**src/hdl/lmwls_pkg.sv**
```systemverilog
// ----------------------------------------------------------------------------
// lmwls_pkg
// Shared types and field widths of the weighted-level LED matrix scanner.
// ----------------------------------------------------------------------------
package lmwls_pkg;

  // field widths of the stream items and the limit register
  localparam int unsigned FUNC_W      = 2;
  localparam int unsigned LED_W       = 6;
  localparam int unsigned INTEN_W     = 8;
  localparam int unsigned BANK_NUM_W  = 3;
  localparam int unsigned SEG_DRIVE_W = 12;
  localparam int unsigned LIMIT_W     = 8;

  // padded stream data widths
  localparam int unsigned IN_DATA_W  = 16;
  localparam int unsigned OUT_DATA_W = 16;

  // number of distinct led index codes
  localparam int unsigned LED_CODES = 2 ** LED_W;

  // limit register value after reset
  localparam logic [LIMIT_W-1:0] LIMIT_RESET = 8'd4;

  // item function codes
  typedef enum logic [FUNC_W-1:0] {
    FUNC_TICK  = 2'd0,
    FUNC_SET   = 2'd1,
    FUNC_CLEAR = 2'd2,
    FUNC_NONE  = 2'd3
  } func_e;

  // sequencer states
  typedef enum logic [1:0] {
    ST_IDLE   = 2'b01,
    ST_ACCESS = 2'b10
  } state_e;

endpackage

```
**src/hdl/lmwls_ram.sv**
```systemverilog
// ----------------------------------------------------------------------------
// lmwls_ram
// Generic single-write, single-read RAM with a registered read port.
// ----------------------------------------------------------------------------
module lmwls_ram #(
  parameter int unsigned WIDTH = 8,
  parameter int unsigned DEPTH = 4
) (
  input  logic                                  clk_i,
  input  logic                                  we_i,
  input  logic [(DEPTH > 1 ? $clog2(DEPTH) : 1)-1:0] waddr_i,
  input  logic [WIDTH-1:0]                      wdata_i,
  input  logic                                  re_i,
  input  logic [(DEPTH > 1 ? $clog2(DEPTH) : 1)-1:0] raddr_i,
  output logic [WIDTH-1:0]                      rdata_o
);

  logic [WIDTH-1:0] mem_q [DEPTH];
  logic [WIDTH-1:0] rdata_q;

  // write port
  always_ff @(posedge clk_i) begin
    if (we_i) begin
      mem_q[waddr_i] <= wdata_i;
    end
  end

  // registered read port, holds its data while not read
  always_ff @(posedge clk_i) begin
    if (re_i) begin
      rdata_q <= mem_q[raddr_i];
    end
  end

  assign rdata_o = rdata_q;

endmodule

```
**src/hdl/led_matrix_weighted_level_scanner_unit.sv**
```systemverilog
// ----------------------------------------------------------------------------
// led_matrix_weighted_level_scanner_unit
// Multiplexed LED matrix scanner with binary-weighted brightness levels.
// ----------------------------------------------------------------------------
// Tick and in-range set items take a mask RAM read, then the output load or
// the bank word write-back; a tick result is loaded into the output register
// once it is free, and a full output register holds the tick and the input.
// Clear-all, out-of-range sets and unused codes need no access state, no result.
// Reset clears the per-bank valid bits at once (masks read as zero), no
// clearing pass; the limit register resets to 4, the bank counter to BANKS.
module led_matrix_weighted_level_scanner_unit #(
  parameter int unsigned BANKS    = 5,
  parameter int unsigned SEGMENTS = 12,
  parameter int unsigned LEVELS   = 4
) (
  input  logic                               clk_i,
  input  logic                               rst_ni,
  // input items
  input  logic                               s_axis_tvalid,
  output logic                               s_axis_tready,
  // [5:0] led_num, [13:6] intensity_value, [15:14] zero
  input  logic [lmwls_pkg::IN_DATA_W-1:0]    s_axis_tdata,
  // [1:0] func
  input  logic [lmwls_pkg::FUNC_W-1:0]       s_axis_tuser,
  // result items
  output logic                               m_axis_tvalid,
  input  logic                               m_axis_tready,
  // [2:0] bank_sel, [14:3] segment_drive, [15] zero
  output logic [lmwls_pkg::OUT_DATA_W-1:0]   m_axis_tdata,
  // limit register write
  input  logic                               cfg_valid_i,
  output logic                               cfg_ready_o,
  input  logic [lmwls_pkg::LIMIT_W-1:0]      cfg_data_i
);

  localparam int unsigned BANK_W  = $clog2(BANKS);
  localparam int unsigned BPOS_W  = $clog2(BANKS + 1);
  localparam int unsigned SEG_IW  = (SEGMENTS > 1) ? $clog2(SEGMENTS) : 1;
  localparam int unsigned LVL_W   = (LEVELS > 1) ? $clog2(LEVELS) : 1;
  localparam int unsigned SWEEP_W = LEVELS;
  localparam int unsigned WORD_W  = SEGMENTS * LEVELS;
  localparam int unsigned LED_MAX = BANKS * SEGMENTS;
  localparam int unsigned SEG_PAD_W =
    (SEGMENTS > lmwls_pkg::SEG_DRIVE_W) ? SEGMENTS : lmwls_pkg::SEG_DRIVE_W;

  // input field split
  logic [lmwls_pkg::LED_W-1:0]   in_led;
  logic [lmwls_pkg::INTEN_W-1:0] in_inten;
  lmwls_pkg::func_e              in_func;
  logic                          in_accept;

  assign in_led    = s_axis_tdata[lmwls_pkg::LED_W-1:0];
  assign in_inten  = s_axis_tdata[lmwls_pkg::LED_W +: lmwls_pkg::INTEN_W];
  assign in_func   = lmwls_pkg::func_e'(s_axis_tuser);
  assign in_accept = s_axis_tvalid && s_axis_tready;

  // led index to segment and zigzag bank, worked out at elaboration
  logic [SEG_IW-1:0] seg_lut  [lmwls_pkg::LED_CODES];
  logic [BANK_W-1:0] bank_lut [lmwls_pkg::LED_CODES];

  for (genvar g = 0; g < lmwls_pkg::LED_CODES; g++) begin : g_lut
    localparam int unsigned SEG = g / BANKS;
    localparam int unsigned REM = g % BANKS;
    localparam int unsigned BNK = (SEG % 2 == 1) ? ((REM == 0) ? 0 : BANKS - REM) : REM;
    assign seg_lut[g]  = SEG_IW'(SEG);
    assign bank_lut[g] = BANK_W'(BNK);
  end

  // control state
  lmwls_pkg::state_e            state_q, state_d;
  logic [lmwls_pkg::LIMIT_W-1:0] limit_q;
  logic [BPOS_W-1:0]            bank_pos_q, bank_pos_d;
  logic [LVL_W-1:0]             level_q, level_d;
  logic [SWEEP_W-1:0]           sweeps_q, sweeps_d;
  logic [BANKS-1:0]             valid_q, valid_d;
  logic                         out_valid_q, out_valid_d;

  // access stage payload
  logic                op_tick_q, op_tick_d;
  logic [BANK_W-1:0]   bank_q, bank_d;
  logic [LVL_W-1:0]    lvl_q, lvl_d;
  logic [SEGMENTS-1:0] seg_oh_q, seg_oh_d;
  logic [LEVELS-1:0]   lit_q, lit_d;

  // output register
  logic [BANK_W-1:0]   out_bank_q, out_bank_d;
  logic [SEGMENTS-1:0] out_mask_q, out_mask_d;

  // ram ports
  logic              ram_we, ram_re;
  logic [BANK_W-1:0] ram_raddr;
  logic [WORD_W-1:0] ram_wdata, ram_rdata;

  lmwls_ram #(
    .WIDTH (WORD_W),
    .DEPTH (BANKS)
  ) u_mask_ram (
    .clk_i   (clk_i),
    .we_i    (ram_we),
    .waddr_i (bank_q),
    .wdata_i (ram_wdata),
    .re_i    (ram_re),
    .raddr_i (ram_raddr),
    .rdata_o (ram_rdata)
  );

  // decode of a new item
  logic              led_ok;
  logic [BPOS_W-1:0] bpos_norm;
  logic [BANK_W-1:0] tick_bank;

  assign led_ok    = 32'(in_led) < LED_MAX;
  assign bpos_norm = (bank_pos_q == '0 || 32'(bank_pos_q) > BANKS) ? BPOS_W'(BANKS)
                                                                    : bank_pos_q;
  assign tick_bank = BANK_W'(bpos_norm - BPOS_W'(1));

  // stored word of the bank in flight, zero when not written since reset or clear-all
  logic [WORD_W-1:0]   word_cur;
  logic [SEGMENTS-1:0] tick_mask;

  assign word_cur  = valid_q[bank_q] ? ram_rdata : '0;
  assign tick_mask = word_cur[32'(lvl_q) * SEGMENTS +: SEGMENTS];

  // segment bit rewritten in every level slice
  always_comb begin
    ram_wdata = word_cur;
    for (int i = 0; i < LEVELS; i++) begin
      if (lit_q[i]) begin
        ram_wdata[i*SEGMENTS +: SEGMENTS] = word_cur[i*SEGMENTS +: SEGMENTS] | seg_oh_q;
      end else begin
        ram_wdata[i*SEGMENTS +: SEGMENTS] = word_cur[i*SEGMENTS +: SEGMENTS] & ~seg_oh_q;
      end
    end
  end

  // sequencer, counters and read issue
  always_comb begin
    state_d     = state_q;
    bank_pos_d  = bank_pos_q;
    level_d     = level_q;
    sweeps_d    = sweeps_q;
    valid_d     = valid_q;
    out_valid_d = out_valid_q;
    op_tick_d   = op_tick_q;
    bank_d      = bank_q;
    lvl_d       = lvl_q;
    seg_oh_d    = seg_oh_q;
    lit_d       = lit_q;
    out_bank_d  = out_bank_q;
    out_mask_d  = out_mask_q;
    ram_re      = 1'b0;
    ram_we      = 1'b0;
    ram_raddr   = tick_bank;

    if (m_axis_tready) begin
      out_valid_d = 1'b0;
    end

    unique case (state_q)
      lmwls_pkg::ST_IDLE: begin
        if (in_accept) begin
          unique case (in_func)
            lmwls_pkg::FUNC_TICK: begin
              ram_re    = 1'b1;
              ram_raddr = tick_bank;
              op_tick_d = 1'b1;
              bank_d    = tick_bank;
              lvl_d     = level_q;
              state_d   = lmwls_pkg::ST_ACCESS;
              // bank counter and level schedule
              if (tick_bank == '0) begin
                bank_pos_d = BPOS_W'(BANKS);
                sweeps_d   = sweeps_q - SWEEP_W'(1);
                if (sweeps_q == SWEEP_W'(1)) begin
                  if (level_q == LVL_W'(LEVELS - 1)) begin
                    level_d  = '0;
                    sweeps_d = SWEEP_W'(1);
                  end else begin
                    level_d  = level_q + LVL_W'(1);
                    sweeps_d = SWEEP_W'(1) << (level_q + LVL_W'(1));
                  end
                end
              end else begin
                bank_pos_d = BPOS_W'(tick_bank);
              end
            end
            lmwls_pkg::FUNC_SET: begin
              if (led_ok) begin
                ram_re    = 1'b1;
                ram_raddr = bank_lut[in_led];
                op_tick_d = 1'b0;
                bank_d    = bank_lut[in_led];
                seg_oh_d  = SEGMENTS'(1) << seg_lut[in_led];
                for (int i = 0; i < LEVELS; i++) begin
                  lit_d[i] = (32'(in_inten) > i) && (i < 32'(limit_q));
                end
                state_d   = lmwls_pkg::ST_ACCESS;
              end
            end
            lmwls_pkg::FUNC_CLEAR: begin
              valid_d = '0;
            end
            default: begin
            end
          endcase
        end
      end
      lmwls_pkg::ST_ACCESS: begin
        if (op_tick_q) begin
          // wait for the output register to be free
          if (!out_valid_q || m_axis_tready) begin
            out_valid_d = 1'b1;
            out_bank_d  = bank_q;
            out_mask_d  = tick_mask;
            state_d     = lmwls_pkg::ST_IDLE;
          end
        end else begin
          ram_we           = 1'b1;
          valid_d[bank_q]  = 1'b1;
          state_d          = lmwls_pkg::ST_IDLE;
        end
      end
      default: begin
        state_d = lmwls_pkg::ST_IDLE;
      end
    endcase
  end

  // control registers
  always_ff @(posedge clk_i or negedge rst_ni) begin
    if (!rst_ni) begin
      state_q     <= lmwls_pkg::ST_IDLE;
      limit_q     <= lmwls_pkg::LIMIT_RESET;
      bank_pos_q  <= BPOS_W'(BANKS);
      level_q     <= '0;
      sweeps_q    <= SWEEP_W'(1);
      valid_q     <= '0;
      out_valid_q <= 1'b0;
    end else begin
      state_q     <= state_d;
      bank_pos_q  <= bank_pos_d;
      level_q     <= level_d;
      sweeps_q    <= sweeps_d;
      valid_q     <= valid_d;
      out_valid_q <= out_valid_d;
      if (cfg_valid_i && cfg_ready_o) begin
        limit_q <= cfg_data_i;
      end
    end
  end

  // payload registers
  always_ff @(posedge clk_i) begin
    op_tick_q  <= op_tick_d;
    bank_q     <= bank_d;
    lvl_q      <= lvl_d;
    seg_oh_q   <= seg_oh_d;
    lit_q      <= lit_d;
    out_bank_q <= out_bank_d;
    out_mask_q <= out_mask_d;
  end

  // output packing
  logic [SEG_PAD_W-1:0] out_mask_pad;

  assign out_mask_pad  = SEG_PAD_W'(out_mask_q);
  assign s_axis_tready = (state_q == lmwls_pkg::ST_IDLE);
  assign cfg_ready_o   = 1'b1;
  assign m_axis_tvalid = out_valid_q;
  assign m_axis_tdata  = {1'b0,
                          out_mask_pad[lmwls_pkg::SEG_DRIVE_W-1:0],
                          lmwls_pkg::BANK_NUM_W'(out_bank_q)};

  // checks
  a_no_rw_overlap : assert property (@(posedge clk_i) disable iff (!rst_ni)
    ram_we |-> !ram_re)
    else $error("mask ram read and write in the same cycle");

  a_clear_all : assert property (@(posedge clk_i) disable iff (!rst_ni)
    (in_accept && in_func == lmwls_pkg::FUNC_CLEAR) |=> (valid_q == '0))
    else $error("clear-all left a bank valid");

  a_bank_range : assert property (@(posedge clk_i) disable iff (!rst_ni)
    m_axis_tvalid |-> (32'(out_bank_q) < BANKS))
    else $error("emitted bank out of range");

  a_schedule : assert property (@(posedge clk_i) disable iff (!rst_ni)
    (32'(level_q) < LEVELS) && (sweeps_q != '0))
    else $error("level schedule out of range");

endmodule
```
**config.mk**
```make
export PLATFORM = sky130hd
export DESIGN_NAME = led_matrix_weighted_level_scanner_unit
export DESIGN_NICKNAME = d
export VERILOG_FILES = /design/src/hdl/lmwls_pkg.sv /design/src/hdl/lmwls_ram.sv /design/src/hdl/led_matrix_weighted_level_scanner_unit.sv
export SDC_FILE = /design/constraint.sdc
export NUM_CORES = 1
export LEC_CHECK = 0
export ABC_AREA = 0
export BUFFER_PORTS_ARGS = -buffer_cell sky130_fd_sc_hd__buf_2
export CORE_MARGIN = 2
export CORE_UTILIZATION = 40
export CTS_CLUSTER_SIZE = 16
export DETAILED_ROUTE_END_ITERATION = 16
export GPL_TIMING_DRIVEN = 0
export PLACE_DENSITY = 0.6
export SETUP_SLACK_MARGIN = 0.02
export SYNTH_ARGS = -nofsm -noshare
export SYNTH_HDL_FRONTEND = slang
export SYNTH_SLANG_ARGS = --single-unit
```
**constraint.sdc**
```tcl
create_clock -name clk_i -period 7 [get_ports clk_i]
set_input_delay 1.05 -clock clk_i [delete_from_list [all_inputs] [get_ports clk_i]]
set_output_delay 1.05 -clock clk_i [all_outputs]
set_load 0.02 [all_outputs]
```
==> impl_metrics.py, run 1 <==
metrics = {
    "run_status": {
        "status": "complete, no violations",
    },
    "cts": {
        "clockBufferDepth": 3,
        "cts_setup_buffers": 0,
        "worstSkewPairLatency_ns": 0.52,
        "cts_resized": 0,
        "htree_levels": 2,
        "cts.sinks": 350,
        "hold_buffers": 0,
        "clock_tree.root_cell": "clkbuf_16",
        "clkTransAtPathRegs_ns": 0.06,
        "cts_buffers": 37,
        "cts_tree": "done",
    },
    "logic_synthesis": {
        "synth.most_common_cell": "edfxtp_1",
        "syn_area_um2": 14720,
        "synth_top_area_frac": 0.6628,
        "async_reset_ff_frac": 0.07143,
        "ys_ff_latch": 350,
        "synth_commonest_cells": "edfxtp_1 (325), nand2_1 (124), mux2i_1 (104)",
        "synth-edff-count": 325,
        "synth_area_per_cell_um2": 14.86,
        "synth_flop_cell": "edfxtp_1",
        "yosysTopAreaCell": "edfxtp_1",
        "synthCells": 991,
        "synth_area_leaders": "edfxtp_1 (66%), mux2i_1 (7.1%), dfrtp_1 (3.4%), a222oi_1 (3.3%), nand2_1 (3.2%)",
        "synth_cell_types": 65,
        "syn-num-nets": 1034,
        "yosysSeqAreaShare": 0.7057,
        "yosys_warnings": 0,
    },
    "power_and_ir_drop": {
        "p_clk_frac": 0.304,
        "ir_worst_vdd_uv": 240.8,
        "p_leak_uw": 0.006128,
        "seqPwrFrac": 0.416,
        "power_switching_uw": 1951,
        "p_per_area_nw_per_um2": 370.8,
        "p_sw_frac": 0.3101,
        "combPwrFrac": 0.281,
        "power.internal_uw": 4340,
    },
    "timing": {
        "relSlewSlack": 0.3197,
        "skew_ns": 0.01388,
        "timing.final.crit_share": 0.5635,
        "setup_viol": 0,
        "rsz0062_at_grt": "no",
        "layout_min_cycle_time_ns": 3.944,
        "finalWorstSetupSlack_ns": 3.056,
        "fmax_ghz": 0.2535,
        "hold_violations": 0,
        "tightest_slew_ns": 1.019,
        "slew_viol_final": 0,
    },
    "die": {
        "die_w_um": 195.9,
        "start_util": 0.4041,
        "die_area_um2": 38360,
        "die-height_um": 195.9,
        "coreArea_um2": 36430,
        "rows": 70,
        "io_pins": 50,
    },
    "grt": {
        "grt_pass1_wl_um": 52770,
        "antenna_found_initial": 1,
        "grt_overflow": 0,
        "grt_max_degree": 50,
        "groute.usage.overall": 0.1834,
        "grt_pass1_vias": 8595,
    },
    "route": {
        "drc": 0,
        "dr.pass1.iters": 8,
        "wire_per_inst_um": 22.03,
        "drt-vias-per-instance": 5.461,
        "drt_iter0_drc": 953,
        "wl_um": 34980,
        "drt.antenna.violating_nets": 0,
        "vias": 8672,
    },
    "finish": {
        "ff_latch_area_um2": 10390,
        "utilization": 0.4657,
        "fin_nets": 1134,
        "multiInputGateArea_um2": 3801,
        "syn_to_final_growth_pct": 15.24,
        "nFillCells": 3214,
        "diodes": 0,
        "drive_gt1_frac": 0.1661,
        "final_cells": 1588,
    },
    "worst_setup_path": {
        "criticalPathCategory": "in -> reg",
        "endpoint_kind": "flop",
        "crit_arrival_ns": 4.19,
        "worstSetupStartpointType": "input port",
        "cp.required_ns": 7.25,
        "critPathMaxFanout": 10,
    },
    "place": {
        "gp_congestion": 0.8215,
        "detailed_place_hpwl_um": 23060,
        "io_buffers": 42,
        "post-place-cells": 1520,
        "place_ws_ns": 2.549,
    },
    "flow_run": {
        "maxCapViolCount": 0,
    },
    "min_path": {
        "hold_class": "reg -> reg",
    },
}
## metal layers
layer	GRT usage	vias up	wire length, um
met5	0	-	13
met4	0.06089	2	1055
met3	0.02974	64	2053
met2	0.2980	292	16390
met1	0.2530	4325	15470
li1	-	3989	-
## critical path: stages
cell and delay (ns):
buf_2 0.11, clkbuf_1 0.29, inv_1 0.14, ha_1 0.33
nor2b_4 0.14, o41ai_2 0.08, a311oi_1 0.33, a2111oi_0 0.16
o31ai_1 0.64, buf_2 0.42, buf_2 0.33, a222oi_1 0.15
## flip-flops by register name (all words and copies together), names as in the netlist
signal and cells:
op_tick_q 1, state_q 2, u_mask_ram.mem_q 240, lit_q 4
bank_pos_q 3, m_axis_tvalid 1, sweeps_q 4, bank_q 3
out_mask_pad 12, seg_oh_q 12, lvl_q 2, u_mask_ram.rdata_o 48
valid_q 5, limit_q 8, level_q 2, out_bank_q 3
## cells by family (layout without fill, tap and decap cells)
family,Yosys count,in the layout,share of synthesized area
mux,125,125,0.09594
compound gates,164,164,0.08090
fa+ha+maj,12,12,0.01020
buf+inv,118,247,0.03824
other cells,2,2,0.0005100
xor+xnor,2,2,0.001190
flops,350,350,0.7057
simple gates,218,218,0.06730
## path summary, 6_finish.rpt
check | slack, ns | cells after the start | end | start
max | 3.06 | 12 | u_mask_ram.rdata_o[30] | s_axis_tdata[0]
min | 0.48 | 1 | valid_q[3] | valid_q[3]
max reg2reg | 3.80 | 10 | u_mask_ram.rdata_o[37] | state_q[0]
min reg2reg | 0.48 | 1 | valid_q[3] | valid_q[3]
max in group asynchronous | 6.09 | 1 | level_q[1] | rst_ni
min in group asynchronous | 0.53 | 1 | m_axis_tvalid | rst_ni
## area by class of cell
class | count | area share
sequential | 350 | 0.6124
multi-input combinational | 523 | 0.2240
clock buffer | 47 | 0.06047
tap | 468 | 0.03451
timing repair buffer | 61 | 0.02581
buffer | 54 | 0.01903
inverter | 64 | 0.01416
clock inverter | 21 | 0.009586
## per-stage QoR
step	TNS (ns)	instance area (um2)	power [uW]	hold WS, ns
4_1_cts	0	16970	6346	0.4914
3_5_place_dp	0	15780	4422	0.4722
5_1_grt	0	16970	6552	0.5194
2_1_floorplan	0	14720	3849	0.4244
3_3_place_gp	-154.79	15520	4400	0.4735
6_report	0	16970	6291	0.4841
## power groups by stage
stage	registers (uW)	logic [uW]	clock network [uW]
floorplan	2590	1260	0
global placement	2660	1740	0
detailed placement	2660	1770	0
CTS	2610	1790	1950
global route	2620	1910	2020
finish	2620	1770	1910
## cells in the final DEF (no fill, tap or decap), drive strengths merged, types with 14 or more instances in the layout
cell type / instances
clkinv: 16
dfrtp: 20
mux2i: 104
clkbuf: 72
buf: 90
and2: 14
edfxtp: 325
o21ai: 63
nor2: 31
inv: 66
nand2: 124
a222oi: 48
Note: power is estimated with default switching activity, not from simulation.
==> run 2: changes to the inputs <==
==> constraint.sdc (replaced) <==
create_clock -name clk_i -period 3.9 [get_ports clk_i]
set_input_delay 0.585 -clock clk_i [delete_from_list [all_inputs] [get_ports clk_i]]
set_output_delay 0.585 -clock clk_i [all_outputs]
set_load 0.02 [all_outputs]
==> impl_metrics.py, run 2 (synthesis gave the netlist of run 1 again) <==
metrics = {
    "die": {
        "coreArea_um2": 36430,
        "rows": 70,
        "die_w_um": 195.9,
        "start_util": 0.4041,
        "io_pins": 50,
        "die_area_um2": 38360,
        "die-height_um": 195.9,
    },
    "place": {
        "gp_congestion": 0.8026,
        "post-place-cells": 1513,
        "detailed_place_hpwl_um": 22540,
        "io_buffers": 42,
        "dpl_cell_area_um2": 15860,
    },
    "timing": {
        "layout_min_cycle_time_ns": 3.630,
        "rsz0062_at_grt": "no",
        "tightest_slew_ns": 1.004,
        "timing.final.crit_share": 0.9307,
        "whs_ns": 0.05970,
        "relSlewSlack": 0.3301,
        "skew_ns": 0.01273,
        "setup_viol": 0,
        "fmax_ghz": 0.2755,
        "hold_violations": 0,
        "slew_viol_final": 0,
    },
    "worst_setup_path": {
        "criticalPathCategory": "in -> reg",
        "worstRegToRegCells": 10,
        "worstSetupStartpointType": "input port",
        "cp.required_ns": 4.13,
        "critPathMaxFanout": 10,
        "crit_arrival_ns": 3.86,
        "endpoint_kind": "flop",
    },
    "finish": {
        "layout_commonest_cell": "edfxtp_1",
        "fin_nets": 1126,
        "largest_register": "u_mask_ram.mem_q",
        "nFillCells": 3143,
        "drive_gt1_frac": 0.1529,
        "syn_to_final_growth_pct": 15.35,
        "largest_reg_flops": 240,
        "final_cell_mix": "edfxtp_1 (325), nand2_1 (124), mux2i_1 (104)",
        "final_cells": 1573,
        "diodes": 0,
        "final_area_um2": 16990,
    },
    "route": {
        "dr.pass1.iters": 7,
        "drt.antenna.violating_nets": 0,
        "drc": 0,
        "drt_iter0_drc": 824,
        "vias": 8580,
        "drt-vias-per-instance": 5.455,
        "wl_um": 34150,
        "wire_per_inst_um": 21.71,
    },
    "cts": {
        "hold_buffers": 0,
        "clkTransAtPathRegs_ns": 0.06,
        "htree_levels": 2,
        "cts_resized": 0,
        "cts.sinks": 350,
        "worstSkewPairLatency_ns": 0.51,
        "clockBufferDepth": 3,
        "clock_tree.root_cell": "clkbuf_16",
        "cts_tree": "done",
        "cts_setup_buffers": 0,
        "cts_buffers": 36,
    },
    "power_and_ir_drop": {
        "p_leak_uw": 0.006098,
        "ir_worst_vdd_uv": 366.0,
        "p_total_uw": 11170,
        "p_per_area_nw_per_um2": 657.8,
    },
    "grt": {
        "grt_max_degree": 50,
        "grt_pass1_wl_um": 51990,
        "grt_pass1_vias": 8541,
        "groute.usage.overall": 0.1809,
        "grt_overflow": 0,
        "antenna_found_initial": 0,
    },
    "flow_run": {
        "maxCapViolCount": 0,
    },
    "run_status": {
        "status": "complete, no violations",
    },
    "min_path": {
        "hold_class": "in -> async",
    },
}
run 2: changes by cell type in the layout (fill, tap and decap cells not counted), sizes merged:
cell	before	now
clkbuf	72	69
bufinv	2	4
buf	90	83
inv	66	64
clkinv	16	11
run 2: worst max-delay path, cell delays in order:
cell and delay, ns:
buf_2 0.11, clkbuf_1 0.30, inv_1 0.14, ha_1 0.35, nor2b_4 0.15, o41ai_2 0.08
a311oi_1 0.35, a2111oi_0 0.16, o31ai_1 0.74, buf_2 0.41, buf_2 0.32, a222oi_1 0.14
run 2: metal layers:
| layer | vias up | track usage | wire, um |
|---|---|---|---|
| li1 | 3963 | - | - |
| met4 | 0 | 0.06173 | 1007 |
| met3 | 58 | 0.02854 | 2430 |
| met1 | 4227 | 0.2532 | 14900 |
| met5 | - | 0 | 0 |
| met2 | 332 | 0.2893 | 15820 |
run 2: final timing paths:
kind	slack (ns)	startpoint	endpoint
setup / recovery	0.27	s_axis_tdata[0]	u_mask_ram.rdata_o[31]
hold / removal	0.06	rst_ni	sweeps_q[2]
setup reg to reg	0.66	state_q[0]	u_mask_ram.rdata_o[26]
hold reg to reg	0.48	bank_q[1]	out_bank_q[1]
max in group asynchronous	3.47	rst_ni	bank_pos_q[2]
min in group clk_i	0.30	cfg_data_i[3]	limit_q[3]
run 2: per-stage QoR:
stage,setup WS (ns),TNS (ns),util
after floorplan,0.6192,0,-
after global placement,-1.422,-239.55,0.4264
after detailed placement,-0.1986,-2.998,0.4353
after CTS,0.3265,0,0.4662
after global routing,0.1016,0,0.4662
final,0.2702,0,0.4662
run 2: area by class of cell:
class	instances	area, um2	area share
well taps	468	585.6	0.03448
clock inverters	16	172.7	0.01017
plain buffers	54	322.8	0.01901
flip-flops and latches	350	10390	0.6118
clock buffers	44	952.2	0.05606
repair buffers	54	500.5	0.02947
multi-input cells	523	3820	0.2249
inverters	64	240.2	0.01414
run 2: report_power, final:
part / leakage, uW / switching (uW) / internal (uW)
Sequential: 0.00329 / 196 / 4500
Clock: 0.000545 / 1350 / 1990
Combinational: 0.00227 / 1850 / 1290
==> run 3: changes to the inputs <==
--- a/config.mk
+++ b/config.mk
@@ -13,6 +13,7 @@
 export DETAILED_ROUTE_END_ITERATION = 16
 export GPL_TIMING_DRIVEN = 0
 export PLACE_DENSITY = 0.6
+export REMOVE_ABC_BUFFERS = 1
 export SETUP_SLACK_MARGIN = 0.02
 export SYNTH_ARGS = -nofsm -noshare
 export SYNTH_HDL_FRONTEND = slang
==> impl_metrics.py, run 3 (synthesis gave the netlist of run 1 again) <==
metrics = {
    "die": {
        "die_w_um": 195.9,
        "rows": 70,
        "start_util": 0.4041,
        "coreArea_um2": 36430,
        "die-height_um": 195.9,
        "die_area_um2": 38360,
        "io_pins": 50,
    },
    "worst_setup_path": {
        "endpoint_kind": "flop",
        "cp-startpoint": "s_axis_tdata[2]",
        "slowest_stage": "clkinvlp_4",
        "crit_cells": 14,
        "path_buf_inv": 8,
        "critPathMaxFanout": 26,
        "crit_chain": "buf_2 -> nand4_1 -> nand3_1 -> clkinvlp_4 -> o211ai_1 -> o211ai_1 -> buf_4 -> buf_4 -> buf_4 -> buf_6 -> buf_4 -> buf_4 -> mux2i_1 -> a222oi_1",
        "worstRegToRegCells": 13,
        "crit_arrival_ns": 3.93,
        "crit_family": "buffers and inverters",
        "cp.required_ns": 4.21,
        "criticalPathCategory": "in -> reg",
        "regToRegStartpoint": "state_q[0]",
        "worstSetupStartpointType": "input port",
        "critPathMostFrequentCell": "buf_4",
        "worst_path_largest_cell_delay_ns": 0.45,
    },
    "cts": {
        "clockBufferDepth": 3,
        "clock_tree.root_cell": "clkbuf_16",
        "worstSkewPairLatency_ns": 0.51,
        "clkTransAtPathRegs_ns": 0.06,
        "cts_buffers": 37,
        "htree_levels": 2,
        "cts_tree": "done",
        "cts.sinks": 350,
    },
    "route": {
        "top_layer_used": "met4",
        "dr.pass1.iters": 7,
        "wire_per_inst_um": 20.29,
        "drt-vias-per-instance": 5.398,
        "wl_um": 31690,
        "drt.antenna.violating_nets": 0,
        "wl_met1_um": 14310,
        "route.met2.wl_um": 14950,
        "vias": 8431,
        "drt_iter0_drc": 928,
        "drc": 0,
        "wl_met3_um": 1729,
    },
    "timing": {
        "finalWorstSetupSlack_ns": 0.2744,
        "slew_viol_final": 0,
        "layout_min_cycle_time_ns": 3.626,
        "timing.final.crit_share": 0.9296,
        "hold_violations": 0,
        "relSlewSlack": 0.1877,
        "tightest_slew_ns": 1.218,
        "whs_ns": 0.07739,
        "skew_ns": 0.01753,
        "rsz0062_at_grt": "no",
        "setup_viol": 0,
        "fmax_ghz": 0.2758,
    },
    "finish": {
        "ff_latch_area_um2": 10390,
        "nFillCells": 3153,
        "final_cell_mix": "edfxtp_1 (325), nand2_1 (124), mux2i_1 (103)",
        "fin_nets": 1109,
        "syn_to_final_growth_pct": 16.51,
        "multiInputGateArea_um2": 3854,
        "largest_reg_flops": 240,
        "diodes": 0,
        "layout_commonest_cell": "edfxtp_1",
        "drive_gt1_frac": 0.1764,
        "final_area_um2": 17160,
        "largest_register": "u_mask_ram.mem_q",
    },
    "run_status": {
        "status": "complete, no violations",
    },
    "place": {
        "place_ws_ns": -0.5737,
        "detailed_place_hpwl_um": 19030,
        "io_buffers": 45,
        "dpl_cell_area_um2": 15800,
        "gp_congestion": 0.7815,
    },
    "flow_run": {
        "maxCapViolCount": 0,
    },
    "grt": {
        "grt_max_degree": 50,
        "grt_pass1_vias": 8436,
        "grt_pass1_wl_um": 48340,
        "grt_overflow": 0,
        "groute.usage.overall": 0.1656,
        "antenna_found_initial": 0,
    },
    "min_path": {
        "hold_class": "in -> async",
    },
    "power_and_ir_drop": {
        "p_leak_uw": 0.006183,
        "ir_worst_vdd_uv": 605.8,
        "p_per_area_nw_per_um2": 680.7,
        "p_total_uw": 11680,
    },
}
run 3: layer usage:
| metal | track usage | up-vias |
|---|---|---|
| met5 | 0 | - |
| met1 | 0.2351 | 4210 |
| met3 | 0.02476 | 47 |
| met4 | 0.04517 | 0 |
| met2 | 0.2674 | 240 |
| li1 | - | 3934 |
run 3: cell type report:
cell class / count / share of cell area
Timing Repair Buffer: 89 / 0.04332
Sequential cell: 350 / 0.6057
Tap cell: 468 / 0.03413
Clock buffer: 45 / 0.05755
Multi-Input combinational cell: 523 / 0.2246
Clock inverter: 22 / 0.02013
Timing Repair inverter: 1 / 0.0002917
Inverter: 64 / 0.01422
run 3: what timing repair did:
action | CTS | global route
endpoints found under the hold margin | 0 | 0
gates cloned | 0 | 1
gates resized for setup | 1 | 0
hold buffers | 0 | 0
setup endpoints to repair | 17 | 11
pin swaps | 1 | 0
setup buffers | 2 | 0
run 3: path summary, 6_finish.rpt:
kind	end	slack, ns
max	u_mask_ram.rdata_o[28]	0.27
min	limit_q[5]	0.08
max reg2reg	u_mask_ram.rdata_o[28]	0.28
min reg2reg	valid_q[4]	0.49
max in group asynchronous	sweeps_q[3]	3.43
min in group clk_i	limit_q[5]	0.31
run 3: report_power, final:
| group | internal (uW) | switching [uW] |
|---|---|---|
| Combinational | 1460 | 1780 |
| Clock | 2400 | 1390 |
| Sequential | 4490 | 151 |
| Total | 8350 | 3330 |
run 3: through the flow:
stage                     std cells  setup TNS (ns)  utilization
after floorplan                 937         -367.18            -
after global placement         1450        -1442.83       0.4175
after detailed placement       1492          -8.949       0.4336
after CTS                      1561               0       0.4707
after global routing           1562               0       0.4708
final                          1562               0       0.4708
